--- src/hdl/frcs_pkg.sv ---
// ----------------------------------------------------------------------------
// frcs_pkg
// Types and constants shared by the floppy read command sequencer modules.
// ----------------------------------------------------------------------------
`default_nettype none

package frcs_pkg;

  // action kinds
  localparam logic [1:0] KIND_PORT = 2'd0;
  localparam logic [1:0] KIND_FDC  = 2'd1;
  localparam logic [1:0] KIND_WAIT = 2'd2;
  localparam logic [1:0] KIND_COPY = 2'd3;

  // i/o ports
  localparam logic [9:0] PORT_DOR       = 10'h3f2;
  localparam logic [9:0] PORT_FDC_DATA  = 10'h3f5;
  localparam logic [9:0] PORT_DMA_MODE  = 10'h00b;
  localparam logic [9:0] PORT_DMA_ADDR  = 10'h004;
  localparam logic [9:0] PORT_DMA_PAGE  = 10'h081;
  localparam logic [9:0] PORT_DMA_CNT   = 10'h005;
  localparam logic [9:0] PORT_DMA_MASK  = 10'h00a;

  // data bytes
  localparam logic [7:0] DOR_MOTOR_ON   = 8'h1c;
  localparam logic [7:0] DOR_MOTOR_OFF  = 8'h00;
  localparam logic [7:0] CMD_RECAL      = 8'h07;
  localparam logic [7:0] CMD_SEEK       = 8'h0f;
  localparam logic [7:0] CMD_READ       = 8'he6;
  localparam logic [7:0] DMA_MODE_READ  = 8'h46;
  localparam logic [7:0] DMA_UNMASK_CH2 = 8'h02;
  localparam logic [7:0] DRIVE_ZERO     = 8'h00;
  localparam logic [7:0] START_SECTOR   = 8'h01;
  localparam logic [7:0] SIZE_CODE      = 8'h02;
  localparam logic [7:0] GAP_LEN        = 8'd27;
  localparam logic [7:0] DATA_LEN       = 8'hff;

  localparam logic [16:0] BYTES_MAX     = 17'h1ffff;

  typedef struct packed {
    logic        job_type;
    logic [15:0] lba;
    logic [7:0]  sector_count;
  } in_t;

  typedef struct packed {
    logic [1:0]  kind;
    logic [9:0]  port;
    logic [7:0]  data;
    logic [15:0] copy_offset;
    logic [16:0] copy_bytes;
    logic        rejected;
    logic        last;
  } out_t;

  // classified job handed from front to back
  typedef struct packed {
    logic        is_write;
    logic        head;
    logic [7:0]  track;
    logic [15:0] copy_offset;
    logic [16:0] copy_bytes;
  } job_t;

  typedef struct packed {
    logic full;
    logic empty;
  } q_stat_t;

  typedef enum logic [1:0] {
    F_IDLE,
    F_DIV,
    F_PUSH
  } front_st_t;

  typedef enum logic {
    B_IDLE,
    B_RUN
  } back_st_t;

  // one member per action of a read run, in order
  typedef enum logic [4:0] {
    A_MOTOR_ON,
    A_WAIT_MOTOR,
    A_RECAL_CMD,
    A_RECAL_DRV,
    A_WAIT_RECAL,
    A_SEEK_CMD,
    A_SEEK_HD,
    A_SEEK_TRK,
    A_WAIT_SEEK,
    A_DMA_MODE,
    A_DMA_ADDR_LO,
    A_DMA_ADDR_HI,
    A_DMA_PAGE,
    A_DMA_CNT_LO,
    A_DMA_CNT_HI,
    A_DMA_UNMASK,
    A_RD_CMD,
    A_RD_HD,
    A_RD_TRK,
    A_RD_HEAD,
    A_RD_SEC,
    A_RD_SIZE,
    A_RD_EOT,
    A_RD_GAP,
    A_RD_DTL,
    A_WAIT_READ,
    A_COPY,
    A_MOTOR_OFF
  } act_t;

endpackage

`default_nettype wire

--- src/hdl/floppy_read_command_sequencer.sv ---
// a read request gives 28 results on consecutive cycles, the first after the front's divide
// and push states, the queue and the registered result port; a write request gives its one
// rejected result; the read rate is set by the back sequencer giving one action per cycle;
// the front takes no new request until it has pushed the last, which sets the write rate
// reset (rst_n low, synchronous) empties the queue and idles both sequencers
// results come as one-cycle strobes and the receiver cannot stall them
// ----------------------------------------------------------------------------
// floppy_read_command_sequencer
// Turns floppy jobs into the ordered run of port, controller, wait and copy
// actions for a read; write jobs are rejected.
// ----------------------------------------------------------------------------
`default_nettype none

module floppy_read_command_sequencer
  import frcs_pkg::*;
#(
  parameter int SECTOR_BYTES  = 512,
  parameter int TRACK_SECTORS = 18
) (
  input  wire logic clk,
  input  wire logic rst_n,
  input  wire logic start,
  input  wire in_t  in_data,
  output logic      busy,
  output logic      out_valid,
  output out_t      out_data
);

  q_stat_t q_stat;
  logic    push;
  job_t    push_data;
  logic    pop;
  job_t    pop_data;

  frcs_front #(
    .SECTOR_BYTES  (SECTOR_BYTES),
    .TRACK_SECTORS (TRACK_SECTORS)
  ) u_front (
    .clk       (clk),
    .rst_n     (rst_n),
    .start     (start),
    .in_data   (in_data),
    .busy      (busy),
    .q_stat    (q_stat),
    .push      (push),
    .push_data (push_data)
  );

  frcs_queue u_queue (
    .clk       (clk),
    .rst_n     (rst_n),
    .push      (push),
    .push_data (push_data),
    .pop       (pop),
    .pop_data  (pop_data),
    .q_stat    (q_stat)
  );

  frcs_back #(
    .SECTOR_BYTES  (SECTOR_BYTES),
    .TRACK_SECTORS (TRACK_SECTORS)
  ) u_back (
    .clk       (clk),
    .rst_n     (rst_n),
    .q_stat    (q_stat),
    .pop_data  (pop_data),
    .pop       (pop),
    .out_valid (out_valid),
    .out_data  (out_data)
  );

endmodule

`default_nettype wire

--- src/hdl/frcs_front.sv ---
// ----------------------------------------------------------------------------
// frcs_front
// Accepts jobs, splits the sector number into head, track and sector with a
// reciprocal multiply, and pushes the classified job into the queue.
// ----------------------------------------------------------------------------
`default_nettype none

module frcs_front
  import frcs_pkg::*;
#(
  parameter int SECTOR_BYTES  = 512,
  parameter int TRACK_SECTORS = 18
) (
  input  wire logic    clk,
  input  wire logic    rst_n,
  input  wire logic    start,
  input  wire in_t     in_data,
  output logic         busy,
  input  wire q_stat_t q_stat,
  output logic         push,
  output job_t         push_data
);

  localparam logic [6:0]  CYL_SECTORS = 7'(2 * TRACK_SECTORS);
  localparam logic [6:0]  TRK_SECTORS = 7'(TRACK_SECTORS);
  // ceil(2^23 / sectors per cylinder), exact quotient for every 16-bit lba
  localparam logic [19:0] CYL_RECIP   =
    20'((2 ** 23 + 2 * TRACK_SECTORS - 1) / (2 * TRACK_SECTORS));

  front_st_t   state_r, state_nxt;
  logic [15:0] lba_r;
  logic [11:0] quo_r;
  logic [6:0]  rem_r;
  logic        is_write_r;
  logic [7:0]  count_r;

  logic [34:0] quo_prod;
  logic [15:0] cyl_base;
  logic [6:0]  cyl_rem;
  logic        head;
  logic [5:0]  sec;
  logic [21:0] off_full;
  logic [18:0] bytes_full;
  logic        accept;

  assign accept = start && (state_r == F_IDLE);

  // quotient at accept, remainder in the following cycle
  assign quo_prod = 35'(in_data.lba) * 35'(CYL_RECIP);
  assign cyl_base = 16'(quo_r) * 16'(CYL_SECTORS);
  // remainder is below 128, so the low bits of the difference are enough
  assign cyl_rem  = 7'(lba_r - cyl_base);

  always_comb begin
    state_nxt = state_r;
    case (state_r)
      F_IDLE: begin
        if (start) begin
          state_nxt = in_data.job_type ? F_PUSH : F_DIV;
        end
      end
      F_DIV: begin
        state_nxt = F_PUSH;
      end
      F_PUSH: begin
        if (!q_stat.full) begin
          state_nxt = F_IDLE;
        end
      end
      default: state_nxt = F_IDLE;
    endcase
  end

  always_comb begin
    busy = (state_r != F_IDLE);
    push = (state_r == F_PUSH) && !q_stat.full;
  end

  always_ff @(posedge clk) begin
    if (!rst_n) begin
      state_r <= F_IDLE;
    end else begin
      state_r <= state_nxt;
    end
  end

  always_ff @(posedge clk) begin
    if (accept) begin
      lba_r      <= in_data.lba;
      quo_r      <= quo_prod[34:23];
      is_write_r <= in_data.job_type;
      count_r    <= in_data.sector_count;
    end else if (state_r == F_DIV) begin
      rem_r <= cyl_rem;
    end
  end

  // remainder of the cylinder split gives head and sector in track
  always_comb begin
    head       = (rem_r >= TRK_SECTORS);
    sec        = head ? 6'(rem_r - TRK_SECTORS) : rem_r[5:0];
    off_full   = 22'(sec) * 22'(SECTOR_BYTES);
    bytes_full = 19'(count_r) * 19'(SECTOR_BYTES);

    push_data             = '0;
    push_data.is_write    = is_write_r;
    push_data.head        = head;
    push_data.track       = quo_r[7:0];
    push_data.copy_offset = off_full[15:0];
    push_data.copy_bytes  = (bytes_full > 19'(BYTES_MAX)) ? BYTES_MAX : bytes_full[16:0];
  end

endmodule

`default_nettype wire

--- src/hdl/frcs_queue.sv ---
// ----------------------------------------------------------------------------
// frcs_queue
// Two-entry job queue between the front and the back.
// ----------------------------------------------------------------------------
`default_nettype none

module frcs_queue
  import frcs_pkg::*;
(
  input  wire logic clk,
  input  wire logic rst_n,
  input  wire logic push,
  input  wire job_t push_data,
  input  wire logic pop,
  output job_t      pop_data,
  output q_stat_t   q_stat
);

  job_t       mem_r [2];
  logic       wr_ptr_r;
  logic       rd_ptr_r;
  logic [1:0] cnt_r;

  always_ff @(posedge clk) begin
    if (push) begin
      mem_r[wr_ptr_r] <= push_data;
    end
  end

  always_ff @(posedge clk) begin
    if (!rst_n) begin
      wr_ptr_r <= 1'b0;
      rd_ptr_r <= 1'b0;
      cnt_r    <= '0;
    end else begin
      if (push) begin
        wr_ptr_r <= ~wr_ptr_r;
      end
      if (pop) begin
        rd_ptr_r <= ~rd_ptr_r;
      end
      case ({push, pop})
        2'b10:   cnt_r <= cnt_r + 2'd1;
        2'b01:   cnt_r <= cnt_r - 2'd1;
        default: cnt_r <= cnt_r;
      endcase
    end
  end

  assign pop_data     = mem_r[rd_ptr_r];
  assign q_stat.full  = (cnt_r == 2'd2);
  assign q_stat.empty = (cnt_r == 2'd0);

endmodule

`default_nettype wire

--- src/hdl/frcs_back.sv ---
// ----------------------------------------------------------------------------
// frcs_back
// Pulls jobs from the queue and steps through the action run, one action
// per cycle, into the registered result port.
// ----------------------------------------------------------------------------
`default_nettype none

module frcs_back
  import frcs_pkg::*;
#(
  parameter int SECTOR_BYTES  = 512,
  parameter int TRACK_SECTORS = 18
) (
  input  wire logic    clk,
  input  wire logic    rst_n,
  input  wire q_stat_t q_stat,
  input  wire job_t    pop_data,
  output logic         pop,
  output logic         out_valid,
  output out_t         out_data
);

  localparam logic [15:0] DMA_CNT = 16'(SECTOR_BYTES * TRACK_SECTORS - 1);
  localparam logic [7:0]  EOT     = 8'(TRACK_SECTORS);

  back_st_t state_r, state_nxt;
  act_t     step_r;
  job_t     job_r;
  logic     at_end;
  logic     valid_nxt;
  out_t     out_nxt;
  logic     out_valid_r;
  out_t     out_data_r;
  logic [7:0] hd_byte;

  assign at_end = job_r.is_write || (step_r == A_MOTOR_OFF);
  assign pop    = !q_stat.empty && ((state_r == B_IDLE) || at_end);

  always_comb begin
    state_nxt = state_r;
    case (state_r)
      B_IDLE: begin
        if (!q_stat.empty) begin
          state_nxt = B_RUN;
        end
      end
      B_RUN: begin
        if (at_end && q_stat.empty) begin
          state_nxt = B_IDLE;
        end
      end
      default: state_nxt = B_IDLE;
    endcase
  end

  always_comb begin
    hd_byte   = {5'b0, job_r.head, 2'b0};
    valid_nxt = (state_r == B_RUN);
    out_nxt   = '0;
    if (job_r.is_write) begin
      out_nxt.rejected = 1'b1;
      out_nxt.last     = 1'b1;
    end else begin
      case (step_r)
        A_MOTOR_ON: begin
          out_nxt.kind = KIND_PORT; out_nxt.port = PORT_DOR; out_nxt.data = DOR_MOTOR_ON;
        end
        A_WAIT_MOTOR, A_WAIT_RECAL, A_WAIT_SEEK, A_WAIT_READ: begin
          out_nxt.kind = KIND_WAIT;
        end
        A_RECAL_CMD: begin
          out_nxt.kind = KIND_FDC; out_nxt.port = PORT_FDC_DATA; out_nxt.data = CMD_RECAL;
        end
        A_RECAL_DRV: begin
          out_nxt.kind = KIND_FDC; out_nxt.port = PORT_FDC_DATA; out_nxt.data = DRIVE_ZERO;
        end
        A_SEEK_CMD: begin
          out_nxt.kind = KIND_FDC; out_nxt.port = PORT_FDC_DATA; out_nxt.data = CMD_SEEK;
        end
        A_SEEK_HD, A_RD_HD: begin
          out_nxt.kind = KIND_FDC; out_nxt.port = PORT_FDC_DATA; out_nxt.data = hd_byte;
        end
        A_SEEK_TRK, A_RD_TRK: begin
          out_nxt.kind = KIND_FDC; out_nxt.port = PORT_FDC_DATA; out_nxt.data = job_r.track;
        end
        A_DMA_MODE: begin
          out_nxt.kind = KIND_PORT; out_nxt.port = PORT_DMA_MODE; out_nxt.data = DMA_MODE_READ;
        end
        A_DMA_ADDR_LO, A_DMA_ADDR_HI: begin
          out_nxt.kind = KIND_PORT; out_nxt.port = PORT_DMA_ADDR;
        end
        A_DMA_PAGE: begin
          out_nxt.kind = KIND_PORT; out_nxt.port = PORT_DMA_PAGE;
        end
        A_DMA_CNT_LO: begin
          out_nxt.kind = KIND_PORT; out_nxt.port = PORT_DMA_CNT; out_nxt.data = DMA_CNT[7:0];
        end
        A_DMA_CNT_HI: begin
          out_nxt.kind = KIND_PORT; out_nxt.port = PORT_DMA_CNT; out_nxt.data = DMA_CNT[15:8];
        end
        A_DMA_UNMASK: begin
          out_nxt.kind = KIND_PORT; out_nxt.port = PORT_DMA_MASK; out_nxt.data = DMA_UNMASK_CH2;
        end
        A_RD_CMD: begin
          out_nxt.kind = KIND_FDC; out_nxt.port = PORT_FDC_DATA; out_nxt.data = CMD_READ;
        end
        A_RD_HEAD: begin
          out_nxt.kind = KIND_FDC; out_nxt.port = PORT_FDC_DATA;
          out_nxt.data = {7'b0, job_r.head};
        end
        A_RD_SEC: begin
          out_nxt.kind = KIND_FDC; out_nxt.port = PORT_FDC_DATA; out_nxt.data = START_SECTOR;
        end
        A_RD_SIZE: begin
          out_nxt.kind = KIND_FDC; out_nxt.port = PORT_FDC_DATA; out_nxt.data = SIZE_CODE;
        end
        A_RD_EOT: begin
          out_nxt.kind = KIND_FDC; out_nxt.port = PORT_FDC_DATA; out_nxt.data = EOT;
        end
        A_RD_GAP: begin
          out_nxt.kind = KIND_FDC; out_nxt.port = PORT_FDC_DATA; out_nxt.data = GAP_LEN;
        end
        A_RD_DTL: begin
          out_nxt.kind = KIND_FDC; out_nxt.port = PORT_FDC_DATA; out_nxt.data = DATA_LEN;
        end
        A_COPY: begin
          out_nxt.kind        = KIND_COPY;
          out_nxt.copy_offset = job_r.copy_offset;
          out_nxt.copy_bytes  = job_r.copy_bytes;
        end
        A_MOTOR_OFF: begin
          out_nxt.kind = KIND_PORT; out_nxt.port = PORT_DOR; out_nxt.data = DOR_MOTOR_OFF;
          out_nxt.last = 1'b1;
        end
        default: out_nxt = '0;
      endcase
    end
  end

  always_ff @(posedge clk) begin
    if (!rst_n) begin
      state_r     <= B_IDLE;
      out_valid_r <= 1'b0;
    end else begin
      state_r     <= state_nxt;
      out_valid_r <= valid_nxt;
    end
  end

  always_ff @(posedge clk) begin
    out_data_r <= out_nxt;
    if (pop) begin
      job_r  <= pop_data;
      step_r <= A_MOTOR_ON;
    end else if (state_r == B_RUN) begin
      step_r <= act_t'(step_r + 5'd1);
    end
  end

  assign out_valid = out_valid_r;
  assign out_data  = out_data_r;

endmodule

`default_nettype wire

--- config.mk ---
export PLATFORM = sky130hd
export DESIGN_NAME = floppy_read_command_sequencer
export DESIGN_NICKNAME = d
export VERILOG_FILES = /design/src/hdl/frcs_pkg.sv /design/src/hdl/floppy_read_command_sequencer.sv /design/src/hdl/frcs_front.sv /design/src/hdl/frcs_queue.sv /design/src/hdl/frcs_back.sv
export SDC_FILE = /design/constraint.sdc
export NUM_CORES = 1
export LEC_CHECK = 0
export ABC_AREA = 1
export BUFFER_PORTS_ARGS = -buffer_cell sky130_fd_sc_hd__buf_2
export CORE_ASPECT_RATIO = 0.6
export CORE_MARGIN = 2
export CORE_UTILIZATION = 60
export DETAILED_ROUTE_END_ITERATION = 10
export GPL_TIMING_DRIVEN = 0
export PLACE_DENSITY = 0.89
export SYNTH_ARGS = -nofsm -noshare
export SYNTH_HDL_FRONTEND = slang
export SYNTH_HIERARCHICAL = 1
export SYNTH_SLANG_ARGS = --single-unit
export TNS_END_PERCENT = 1
--- constraint.sdc ---
create_clock -name clk -period 7.1 [get_ports clk]
set_clock_uncertainty 0.05 [all_clocks]
set_input_delay 0.355 -clock clk [delete_from_list [all_inputs] [get_ports clk]]
set_output_delay 0.355 -clock clk [all_outputs]
set_load 0.01 [all_outputs]
==> results of run 1 <==
==> area by class of cell <==
cell class | count | area (um^2) | area share, %
clock buffer | 30 | 610.6 | 4.106
timing repair buffer | 95 | 555.5 | 3.736
buffer | 41 | 366.6 | 2.465
multi-input combinational | 692 | 5768 | 38.79
clock inverter | 6 | 37.54 | 0.2524
sequential | 225 | 6106 | 41.06
tap | 286 | 357.8 | 2.406
inverter | 284 | 1069 | 7.186
==> timing repair <==
| item | CTS | global route |
|---|---|---|
| hold buffers | 8 | 0 |
| endpoints found under the hold margin | 8 | 0 |
| resized for setup | 0 | 0 |
==> sequential cells by signal, indices dropped and copies added, names as in the netlist, 5 cells and up, named ones only <==
name,flops
u_front/rem_r,7
u_back/step_r,5
u_back/job_r,42
u_queue/mem_r,86
u_front/count_r,8
u_back/out_data,51
u_front/lba_r,7
u_front/quo_r,8
==> logic make-up (layout without fill, tap and decap cells) <==
kind of cell / count (synthesis) / count (layout)
and+or+nand+nor: 343 / 343
buffers and inverters: 325 / 456
DFF: 225 / 225
adders and majority gates: 197 / 197
AOI/OAI and AO/OA: 77 / 77
muxes: 43 / 43
xor gates and xnor gates: 13 / 13
other: 1 / 19
==> worst max-delay path: cells and delay by family <==
family                     cells  cell delay (ns)
and+or+nand+nor                6             0.68
AOI/OAI and AO/OA              1             0.25
buffers and inverters          6             0.44
adders and majority gates      7             3.44
==> layer usage <==
layer	share of wire (%)	wire (um)	GRT usage, %	vias to the layer above
met3	10	2786	5.919	25
met1	46	12970	37.28	4136
met4	0.96	267	3.977	0
met2	43	11900	37.79	342
met5	0	0	0	-
li1	-	-	-	4120
==> worst max path at each step <==
stage | slack, ns | end | cells after the start
after detailed placement | 1.67 | u_front/quo_r[1] | 20
after CTS | 2.17 | u_front/quo_r[1] | 20
final | 2.13 | u_front/quo_r[1] | 20
after global routing | 1.90 | u_front/quo_r[1] | 20
after global placement | 1.69 | u_front/quo_r[1] | 20
after floorplan | 2.15 | u_front/quo_r[1] | 19
==> synthesized netlist by cell type, types with 17 or more instances <==
cell type,count,share of area (%)
sky130_fd_sc_hd__nor2_1,105,3.0
sky130_fd_sc_hd__ha_1,123,12
sky130_fd_sc_hd__o21ai_0,17,0.64
sky130_fd_sc_hd__a21oi_1,37,1.4
sky130_fd_sc_hd__mux2_4,40,4.5
sky130_fd_sc_hd__dfxtp_1,65,9.8
sky130_fd_sc_hd__buf_4,26,1.5
sky130_fd_sc_hd__edfxtp_1,160,36
sky130_fd_sc_hd__nand3_1,38,1.4
sky130_fd_sc_hd__nand2_1,158,4.5
sky130_fd_sc_hd__inv_1,270,7.7
sky130_fd_sc_hd__fa_1,74,11
==> power by group through the flow <==
stage / Combinational (mW) / Clock, mW / Sequential, mW
floorplan: 2.70 / 0 / 1.89
global placement: 3.50 / 0 / 1.90
detailed placement: 3.59 / 0 / 1.91
CTS: 3.64 / 1.08 / 1.89
global route: 4.17 / 1.13 / 1.91
finish: 3.71 / 1.06 / 1.89
==> results, run 1 <==
- The design area is roughly 15000 um^2.
- Entering global routing, the biggest net connects 50 pins.
- The area share of fa/ha/maj cells after synthesis is a little under a quarter.
- The total power consumption of the routed design is roughly 6.7 mW.
- Cells with a size suffix above 1 make up roughly 18% of the layout.
- The number of top-level pins is 85.
- For the worst setup path, the data arrival time is 5.16 ns.
- For this design, the slowest cell found on the critical path is sky130_fd_sc_hd__fa_1.
- The placement-stage cell area is around 14000 um^2.
- The detailed-route vias per instance is just over 5.
- The actual transition at the worst max-transition pin is 1.114 ns.
- The data required time at the worst endpoint is between 7 and 8 ns.
- Summing the sequential cell areas from Yosys gives a little under half of the chip area.
- The total negative slack for setup checks is 0 ns.
- In the finished design, the share of the clock period the worst path needs comes to between 60 and 70%.
- For the finished layout, the period the worst path requires is between 4 and 5 ns.
- The synthesized netlist devotes 3.281% of its cell area to compound gates.
- The top cell types in the final layout, fill and taps aside, are sky130_fd_sc_hd__inv_1, sky130_fd_sc_hd__edfxtp_1, sky130_fd_sc_hd__nand2_1.
- The number of detailed-routing iterations run before antenna repair is 5.
- The width of the die is slightly below 200 um.
- The flow ran to the end, and the final reports show no timing, DRC or antenna violations.
- The worst-case hold slack is 0.08091 ns.
- The core footprint is ~22000 um^2.
- The die is 119.0 um tall.
- The netlist uses 48 different library cells.
- The peak fanout along the critical path is 4.
- Global routing consumed, over all layers together, 24.88% of the routing resources.
- The number of failing setup endpoints in the final timing report is 0.
- The total congestion overflow is 0.
- The worst register-to-register path ends at u_queue/cnt_r[1].
- The reg-to-reg critical path startpoint is u_back/step_r[0].
- Clock tree synthesis found a total of between 200 and 250 sinks.
- Relative to the synthesized area, the layout overhead comes to 12.39%.
- The min-delay analysis places its worst path in the category in2reg.
- The final setup slack of the worst path is 2.134 ns.
- Including well taps, the total number of placed cells is 1615.
- The die covers 23300 um^2.
- The startpoint identified for the worst hold timing path is in_data[24].
- The dominant combinational cell family by area after synthesis is adder cells.
- Power spread over the standard cell area amounts to 447.4 nW/um^2.
- The type of origin of the critical path is an input port.
- The final number of max-transition violations was 0.
- The final route contains 8623 vias.
- The starting density of the core is between 60% and 70%.
- The number of buffers on the longest clock path is 3.
- The beginning of the critical path is in_data[21].
- The number of antenna cells inserted is 0.
- In this run the static leakage power is slightly above 7 nW.
- The first global-routing pass estimated ~45000 um of wire.
- The row count is 42.
- At the end of the flow, the number of nets in the layout was 1584.
- The part of the total power dissipated in sequential elements is between 20 and 30%.
- Net switching is between 40% and 50% of the power.
- The detailed-route wire length per cell is about 17 um.
- The fraction of synthesis flops using an asynchronous set or reset pin is 0%.
- The endpoint of the worst hold path is u_front/state_r[0].
- The post-CTS clock slew at the launch and capture registers of the worst setup and hold paths is roughly 0.07 ns.
- In this run the cell area of the synthesized design comes to roughly 13000 um^2.
- The register-to-register setup slack is around 4.0 ns.
- Fill cells in the final layout number around 1600.
- The initial antenna violation count is 0.
- The starting DRC count in detailed routing is approximately 810.
- The final weighted congestion in routability-driven placement is about 0.97.
- The Yosys warning count is 6.
- The synthesized netlist cell count is 1224.
- Walking the worst path, the cells encountered are buf_2 -> fa_1 -> fa_1 -> inv_1 -> fa_1 -> inv_1 -> fa_1 -> inv_1 -> fa_1 -> fa_1 -> inv_1 -> ha_1 -> nand2_2 -> inv_1 -> a21oi_1 -> nor2_1 -> nor3b_1 -> nand2_1 -> nand2_1 -> nand2_1.
- For this run, the number of standard cells in the final layout without fillers is between 1500 and 2000.
- The per-instance average area after synthesis is around 11 um^2.
- The worst slew margin relative to its limit is 25.61%.
- The number of port buffers is 84.
- The leading cell type in the layout, fill and taps excluded is sky130_fd_sc_hd__inv_1.
- The post-route antenna net violation count is 0.
- In this run the clock root is driven by a sky130_fd_sc_hd__clkbuf_16.
- The maximum ir drop on the vdd rail is about 0.33 mV.
- The clock network is responsible for 15.9% of the overall power.
- The worst hold path was traced through 2 stages.
- The worst setup path is captured at a register.
- The count of endpoints failing hold in the final timing report came to 0.
- The setup slack after placement is between 1.5 and 2 ns.
- The half-perimeter wire length after detailed placement is roughly 22000 um.
- TritonCTS created 20 clock buffers.
- The clock network latency to the later pin of the worst-skew pair is between 0.4 and 0.5 ns.
- Cells fill between 60% and 70% of the core in the end.
- Combinational cells account for approximately 56% of the total power.
- The logic depth of the worst register-to-register path is 13.
- The number of H-tree levels is 1.
- The sum of routed wire length over all layers is about 28000 um.
- The main flop type after synthesis is sky130_fd_sc_hd__edfxtp_1.
- The number of enable-type register cells in the synthesized netlist is 160.
- Of the total synthesized cell area, the portion taken by AND, OR, NAND and NOR gates is roughly 11%.
- By startpoint and endpoint, the worst setup path is classified as in2reg.
- The cell with the most instances on the worst path is sky130_fd_sc_hd__fa_1.
- The number of global-route vias before repair is between 8000 and 9000.
- The maximum cell stage delay along the critical path is between 0.5 and 0.6 ns.
- After detailed routing, the number of remaining DRC violations is 0.
- The reported max-cap violation count is 0.
- Setup repair after global routing left no endpoint under its margin.
- The synthesized netlist devotes less than 1% of its cell area to XOR and XNOR gates.
- Counting flops and latches in the post-synthesis netlist gives roughly 230.
- The internal power is around 3.7 mW.
- The top achievable clock speed is between 200 and 250 MHz.
- The total net switching power is roughly 3.0 mW.
- TritonCTS built the clock tree.
- The setup fix buffers added after clock tree synthesis is 0.
- After synthesis, the share of cell area in mux cells is around 4.8%.
(Power assumes the default switching activity.)
==> run 2: changes to the inputs <==
--- a/config.mk
+++ b/config.mk
@@ -9,7 +9,7 @@
 export BUFFER_PORTS_ARGS = -buffer_cell sky130_fd_sc_hd__buf_2
 export CORE_ASPECT_RATIO = 0.6
 export CORE_MARGIN = 2
-export CORE_UTILIZATION = 60
+export CORE_UTILIZATION = 57
 export DETAILED_ROUTE_END_ITERATION = 10
 export GPL_TIMING_DRIVEN = 0
 export PLACE_DENSITY = 0.89
==> constraint.sdc (replaced) <==
create_clock -name clk -period 4.56 [get_ports clk]
set_clock_uncertainty 0.05 [all_clocks]
set_input_delay 0.228 -clock clk [delete_from_list [all_inputs] [get_ports clk]]
set_output_delay 0.228 -clock clk [all_outputs]
set_load 0.01 [all_outputs]
==> run 2 against run 1 <==
Net effect: wire length decreased by 1.4%; clock power increased by 60%; total power increased by 73%; sequential share of layout area decreased by 1.3 points; count of clock-buffer cells in the layout decreased by 2; via count decreased by 0.20%; die area increased by 5.1%; critical path depth decreased by 1; utilization decreased by 1.0 points; critical endpoint unchanged.
==> results, run 2 (synthesis results as in run 1) <==
- The share of cells above drive strength 1 is 22.58% (+4.7 points).
- The count of unresolved DRC violations after routing was 0 (unchanged).
- The number of top-level pins came to 85 (unchanged).
- The detailed-route wire length per cell is 16.23 um (-3.6%).
- The number of buffers on the longest clock path was 3 (unchanged).
- The sum of routed wire length over all layers was 27550 um (-1.4%).
- The slowest stage of the critical path is the sky130_fd_sc_hd__fa_2 cell.
- Traced cell by cell, the critical path runs through buf_4 -> fa_2 -> ha_4 -> fa_2 -> inv_2 -> fa_1 -> inv_1 -> fa_1 -> inv_1 -> fa_1 -> inv_1 -> ha_4 -> nand2_2 -> nor2_2 -> o21ai_1 -> nor3_2 -> o21ai_2 -> nand3_1 -> nand2_1.
- The worst register-to-register path begins at u_back/step_r[0].
- The initial antenna violation count is 0 (unchanged).
- The flow ran to the end, and the final reports show no timing, DRC or antenna violations.
- Leaving out fill and tap cells, the most frequent cell in the layout is sky130_fd_sc_hd__inv_1.
- The half-perimeter wire length after detailed placement is 21060 um (-3.3%).
- The gate family responsible for the most delay along the worst path is adder cells.
- The startpoint of the tightest hold check path is in_data[9].
- The hold-critical path depth is 1 (-1).
- The power density over cell area is 749.5 nW/um^2 (+68%).
- The maximum number of pins on one net before global-route repair is 50 (unchanged).
- The height of the die came to 122.0 um (+2.5%).
- TritonCTS built the clock tree.
- The number of clock buffers inserted by TritonCTS came to 20 (unchanged).
- Static timing analysis puts the maximum clock frequency at approximately 220 MHz.
- The type of origin of the critical path is an input port.
- The worst-case hold slack is 0.03339 ns (-0.04752 ns).
- The endpoint of the most critical register-to-register path is u_queue/cnt_r[1].
- The final number of max-transition violations is 0 (unchanged).
- The number of detailed-routing iterations run before antenna repair is 6 (+1).
- The number of port buffers was 84 (unchanged).
- The final setup slack of the worst path came to 0.01926 ns (-2.115 ns).
- The peak fanout along the critical path is 6 (+2).
- The detailed-route vias per instance is 5.071 (-2.4%).
- The final weighted congestion in routability-driven placement came to 0.9670 (-0.41%).
- The final core area utilization is 67.01% (-1.0 points).
- The number of antenna cells inserted is 0 (unchanged).
- The kind of end point of the critical path is a register.
- The logic depth of the worst register-to-register path came to 13 (unchanged).
- The actual transition at the worst max-transition pin is 1.109 ns (-0.004929 ns).
- The global-route wire length before repair is 43410 um (-2.8%).
- The worst path uses between 90% and 100% of the clock period.
- The layout net count was 1593 (+0.57%).
- The clock period could shrink to around 4.5 ns.
- The register-to-register setup slack is 1.64 ns (-2.40 ns).
- The total negative slack for setup checks is 0 ns (unchanged).
- The count of vias placed by the detailed router is 8606 (-0.20%).
- The number of flip-flops under the largest register name is 86 (unchanged).
- The layout overhead on the synthesized area is 16.07%.
- The starting DRC count in detailed routing is 552 (-32%).
- More flip-flops sit in one register than any other, and that register is u_queue/mem_r.
- The number of clock sinks came to 225 (unchanged).
- The data arrival time of the worst path is 4.73 ns (-0.43 ns).
- The data required time at the worst endpoint is 4.75 ns (-2.54 ns).
- The count of endpoints failing hold in the final timing report came to 0 (unchanged).
- The total congestion overflow is 0 (unchanged).
- The count of buffering cells on the critical path with inverters included came to 5 (-1).
- The core footprint is 22920 um^2 (+4.8%).
- The number of failing setup endpoints in the final timing report came to 0 (unchanged).
- In the layout the commonest cells are sky130_fd_sc_hd__inv_1, sky130_fd_sc_hd__edfxtp_1, sky130_fd_sc_hd__nand2_1.
- The start-to-end type of the worst setup path is in2reg.
- Setup repair after global routing could not meet its margin everywhere.
- The worst slew margin relative to its limit came to 26.05% (+0.44 points).
- The row count is 43 (+2.4%).
- The clock network latency to the later pin of the worst-skew pair came to 0.49 ns (about the same).
- The number of H-tree levels is 1 (unchanged).
- The setup slack after placement is -0.6513 ns (-2.324 ns).
- The starting density of the core is 57.73% (-2.8 points).
- The cell sitting at the root of the clock tree is a sky130_fd_sc_hd__clkbuf_16.
- The reported max-cap violation count is 0 (unchanged).
- The maximum ir drop on the vdd rail is 0.7240 mV (+120%).
- The width of the die is 200.7 um (+2.5%).
- The post-CTS clock slew at the launch and capture registers of the worst setup and hold paths is 0.07 ns (about the same).
- The post-route antenna net violation count is 0 (unchanged).
- The cell leakage power is 7.328 nW (+1.2%).
- The maximum cell stage delay along the critical path was 0.61 ns (+0.02 ns).
- The die area is 24490 um^2 (+5.1%).
- The number of global-route vias before repair is 8441 (-2.1%).
- The endpoint of the worst hold path is u_front/lba_r[1].
- The overall routing resource usage is 22.78% (-2.1 points).
- The worst hold path belongs to the class in2reg.
[run 2: changes by cell type in the layout (fill, tap and decap cells not counted), moves of 7 or more]
cell                            change
sky130_fd_sc_hd__ha_1              -13
sky130_fd_sc_hd__ha_4              +11
sky130_fd_sc_hd__nand2_1           -10
sky130_fd_sc_hd__nor2_1             -9
sky130_fd_sc_hd__a21oi_1            -8
sky130_fd_sc_hd__a21oi_2            +8
sky130_fd_sc_hd__dlygate4sd3_1      +7
sky130_fd_sc_hd__inv_1              -7
sky130_fd_sc_hd__inv_2              +7
sky130_fd_sc_hd__nand2_2            +7
[run 2: how the worst max path moves through the flow]
stage | cells after the start | slack, ns | to | from
6_report | 19 | 0.02 | u_front/quo_r[1] | in_data[14]
5_1_grt | 19 | -0.06 | u_front/quo_r[1] | in_data[14]
4_1_cts | 21 | -0.02 | u_front/quo_r[1] | in_data[13]
3_5_place_dp | 19 | -0.65 | u_front/quo_r[1] | in_data[13]
3_3_place_gp | 22 | -0.60 | u_front/quo_r[6] | in_data[13]
2_1_floorplan | 18 | 0.0000009 | u_front/quo_r[1] | in_data[21]
[run 2: final cells by class]
type                       instances  area (um^2)
timing repair buffer             104        659.4
multi-input combinational        692         6083
clock inverter                     8        72.57
fill                            1678         7562
clock buffer                      28        606.8
sequential                       225         6106
tap                              315        394.1
buffer                            41        366.6
inverter                         284         1069
[run 2: report_power, final]
group	switching, mW	leakage, nW	internal (mW)
Clock	0.708	0.344	0.995
Combinational	4.26	4.97	2.61
Sequential	0.169	2.01	2.77
Total	5.14	7.33	6.37
[run 2: routing by layer]
layer	up-vias	global-route usage, %	wire length (um)
met5	-	0	0
met2	335	34.72	11720
met3	38	6.581	2795
met1	4089	33.52	12720
li1	4144	-	-
met4	0	2.593	310
[run 2: what timing repair did]
item                       4_1_cts  5_1_grt
gates resized for setup          9       66
setup buffers                    0        2
setup endpoints to repair        8        8
gates cloned                     0        0
pin swaps                        2       30
hold buffers                    13        2
hold endpoints to repair        16        2
[run 2: metrics by stage]
stage                     std cells  cell area (um^2)  power [mW]
after floorplan                1242             13370       7.461
after global placement         1641             14180       8.731
after detailed placement       1644             14250       8.903
after CTS                      1693             15100       10.76
after global routing           1697             15360       12.35
final                          1697             15360       11.51
[run 2: worst reg2reg max path: stages, from the launching register on]
cell                      delay, ns
sky130_fd_sc_hd__dfxtp_1       0.43
sky130_fd_sc_hd__ha_1          0.32
sky130_fd_sc_hd__nand2_1       0.12
sky130_fd_sc_hd__nor2_2        0.12
sky130_fd_sc_hd__inv_1         0.06
sky130_fd_sc_hd__nand3_1       0.11
sky130_fd_sc_hd__nand2_2       0.09
sky130_fd_sc_hd__inv_2         0.77
sky130_fd_sc_hd__ha_1          0.42
sky130_fd_sc_hd__inv_1         0.08
sky130_fd_sc_hd__nand2_1       0.06
sky130_fd_sc_hd__nor2_1        0.09
sky130_fd_sc_hd__nor2_1        0.05
sky130_fd_sc_hd__nor2_1        0.09
==> run 3: changes to the inputs <==
--- a/config.mk
+++ b/config.mk
@@ -7,12 +7,13 @@
 export LEC_CHECK = 0
 export ABC_AREA = 1
 export BUFFER_PORTS_ARGS = -buffer_cell sky130_fd_sc_hd__buf_2
+export CAP_MARGIN = 20
 export CORE_ASPECT_RATIO = 0.6
 export CORE_MARGIN = 2
-export CORE_UTILIZATION = 57
+export CORE_UTILIZATION = 30
 export DETAILED_ROUTE_END_ITERATION = 10
 export GPL_TIMING_DRIVEN = 0
-export PLACE_DENSITY = 0.89
+export PLACE_DENSITY = 0.57
 export SYNTH_ARGS = -nofsm -noshare
 export SYNTH_HDL_FRONTEND = slang
 export SYNTH_HIERARCHICAL = 1
==> run 3 against run 2 <==
Net effect: register-to-register slack gained 0.61 ns; non-clock buffer count grew 4; critical path depth shrank 1; fmax grew 2.3%; sequential share of layout area shrank 0.79 points; first-iteration DRC count shrank 1.6%; total power shrank 2.0%; hold slack gained 0.041 ns; worst setup slack gained 0.10 ns; critical endpoint is now u_front/quo_r[4]; highest routed layer unchanged.
==> results, run 3 (synthesis results as in run 1) <==
- The final setup slack of the worst path was 0.1230 ns (+0.1037 ns).
- The clock tree from TritonCTS is done.
- The register with the highest flop count is u_queue/mem_r.
- The overall routing resource usage is 12.60% (-10 points).
- The layout overhead on the synthesized area is 18.43%.
- The count of vias placed by the detailed router came to 8341 (-3.1%).
- The global-route wire length before repair came to 44850 um (+3.3%).
- The number of detailed-routing iterations run before antenna repair is 5 (-1).
- The number of port buffers is 84 (unchanged).
- The height of the die is 166.7 um (+37%).
- The die area is 45860 um^2 (+87%).
- The final core area utilization is 36.10% (-31 points).
- The number of H-tree levels was 1 (unchanged).
- The number of clock sinks came to 225 (unchanged).
- The number of global-route vias before repair is 8321 (-1.4%).
- The count of endpoints failing hold in the final timing report is 0 (unchanged).
- The row count came to 59 (+37%).
- The count of unresolved DRC violations after routing was 0 (unchanged).
- The clock network latency to the later pin of the worst-skew pair is 0.50 ns (about the same).
- The total power consumption of the routed design is 11.28 mW (-2.0%).
- The kind of end point of the critical path is a register.
- The number of top-level pins was 85 (unchanged).
- The core footprint is 43410 um^2 (+89%).
- The final weighted congestion in routability-driven placement is 0.8925 (-7.7%).
- The share of the cycle needed by the critical path after routing was 97.30% (-2.3 points).
- The library cell used most frequently in the layout, excluding fill and tap cells, is sky130_fd_sc_hd__inv_1.
- The reported max-cap violation count came to 0 (unchanged).
- Counting stages on the worst path, the most repeated cell is sky130_fd_sc_hd__nand2_1.
- CTS placed an instance of sky130_fd_sc_hd__clkbuf_16 at the clock tree root.
- The start-to-end type of the worst setup path is in2reg.
- The flow ran to the end, and the final reports show no timing, DRC or antenna violations.
- The number of standard cells in the layout, taps in and fillers out was 1966 (+16%).
- The number of clock buffers inserted by TritonCTS was 21 (+5.0%).
- Leaving out fill and tap cells, the most frequent cells in the layout are sky130_fd_sc_hd__inv_1, sky130_fd_sc_hd__edfxtp_1, sky130_fd_sc_hd__nand2_1.
- The post-route antenna net violation count was 0 (unchanged).
- The cell leakage power is 7.342 nW (+0.18%).
- The design area is 15670 um^2 (+2.0%).
- The post-CTS clock slew at the launch and capture registers of the worst setup and hold paths is 0.07 ns (about the same).
- The data required time at the worst endpoint is 4.77 ns (+0.02 ns).
- The width of the die is 275.1 um (+37%).
- The maximum ir drop on the vdd rail is 0.5378 mV (-26%).
- The count of buffering cells on the critical path with inverters included is 4 (-1).
- The total congestion overflow came to 0 (unchanged).
- The number of failing setup endpoints in the final timing report is 0 (unchanged).
- The final number of max-transition violations came to 0 (unchanged).
- The half-perimeter wire length after detailed placement came to 22330 um (+6.0%).
- The top achievable clock speed is 225.4 MHz (+2.3%).
- The worst slew margin relative to its limit is 34.86% (+8.8 points).
- Grouping stages by cell kind, the critical path spends the most delay in adder cells.
- The worst hold path belongs to the class in2reg.
- The shortest period the worst path allows was 4.437 ns (-0.1037 ns).
- The detailed-route vias per instance was 4.243 (-16%).
- The starting DRC count in detailed routing was 543 (-1.6%).
- The power density over cell area is 720.0 nW/um^2 (-3.9%).
- The starting density of the core is 30.48% (-27 points).
- The share of cells above drive strength 1 was 21.85% (-0.73 points).
- The type of origin of the critical path is an input port.
- The layout net count is 1598 (+0.31%).
- The number of cells in the design after placement is 1908 (+16%).
- Setup repair after global routing could not meet its margin everywhere.
- The worst-case hold slack is 0.07461 ns (+0.04121 ns).
- The setup slack after placement is -0.6050 ns (+0.04628 ns).
- The initial antenna violation count is 0 (unchanged).
- The detailed-route wire length per cell is 14.53 um (-10%).
- The data arrival time of the worst path is 4.65 ns (-0.08 ns).
- The actual transition at the worst max-transition pin is 0.9748 ns (-0.1344 ns).
- The number of flip-flops under the largest register name came to 86 (unchanged).
- The signal on the critical path passes through buf_2 -> fa_2 -> fa_1 -> inv_2 -> fa_2 -> buf_4 -> fa_1 -> fa_1 -> inv_1 -> ha_1 -> ha_2 -> nand2_1 -> nor2_1 -> nand2_1 -> nor3_2 -> nand2_1 -> nand4_1 -> nand2_1.
- The number of buffers on the longest clock path is 3 (unchanged).
- The number of antenna cells inserted is 0 (unchanged).
- The sum of routed wire length over all layers is 28570 um (+3.7%).
- The maximum number of pins on one net before global-route repair is 39 (-22%).
- The peak fanout along the critical path is 5 (-1).
- The slowest stage of the critical path belongs to the cell sky130_fd_sc_hd__fa_1.
- The placement-stage cell area is 14590 um^2 (+2.4%).
- The maximum cell stage delay along the critical path is 0.54 ns (-0.07 ns).
- The total negative slack for setup checks is 0 ns (unchanged).
==> run 3: layout make-up <==
type | count | area, um^2
fillers | 4327 | 27740
flip-flops and latches | 225 | 6106
multi-input cells | 692 | 6016
inverters | 284 | 1069
well taps | 579 | 724.4
repair buffers | 108 | 693.2
clock buffers | 27 | 620.6
plain buffers | 41 | 366.6
clock inverters | 10 | 75.07
==> run 3: worst paths after layout <==
| path | slack, ns | endpoint | from | cells after the start |
|---|---|---|---|---|
| min | 0.07 | u_front/lba_r[1] | in_data[9] | 1 |
| min reg2reg | 0.35 | u_back/out_data[1] | u_back/job_r[42] | 0 |
| max | 0.12 | u_front/quo_r[4] | in_data[23] | 18 |
| max reg2reg | 2.25 | u_queue/cnt_r[1] | u_back/step_r[0] | 13 |
==> run 3: metal layers <==
metal | share of wire, % | track usage (%) | vias to the layer above
met3 | 5.6 | 2.451 | 32
met1 | 52 | 19.29 | 3966
li1 | - | - | 4155
met2 | 41 | 18.47 | 188
met5 | 0 | 0 | -
met4 | 1.6 | 2.115 | 0
==> run 3: power by group <==
part	internal, mW	total [mW]	switching [mW]
combinational	2.53	6.60	4.08
clock	1.02	1.76	0.747
sequential	2.77	2.91	0.147
total	6.31	11.3	4.97
==> run 3: repair_timing <==
item,4_1_cts,5_1_grt
buffers inserted,0,4
setup endpoints to repair,4,8
pin swaps,0,22
endpoints found under the hold margin,19,4
hold buffers,13,4
resized for setup,3,56
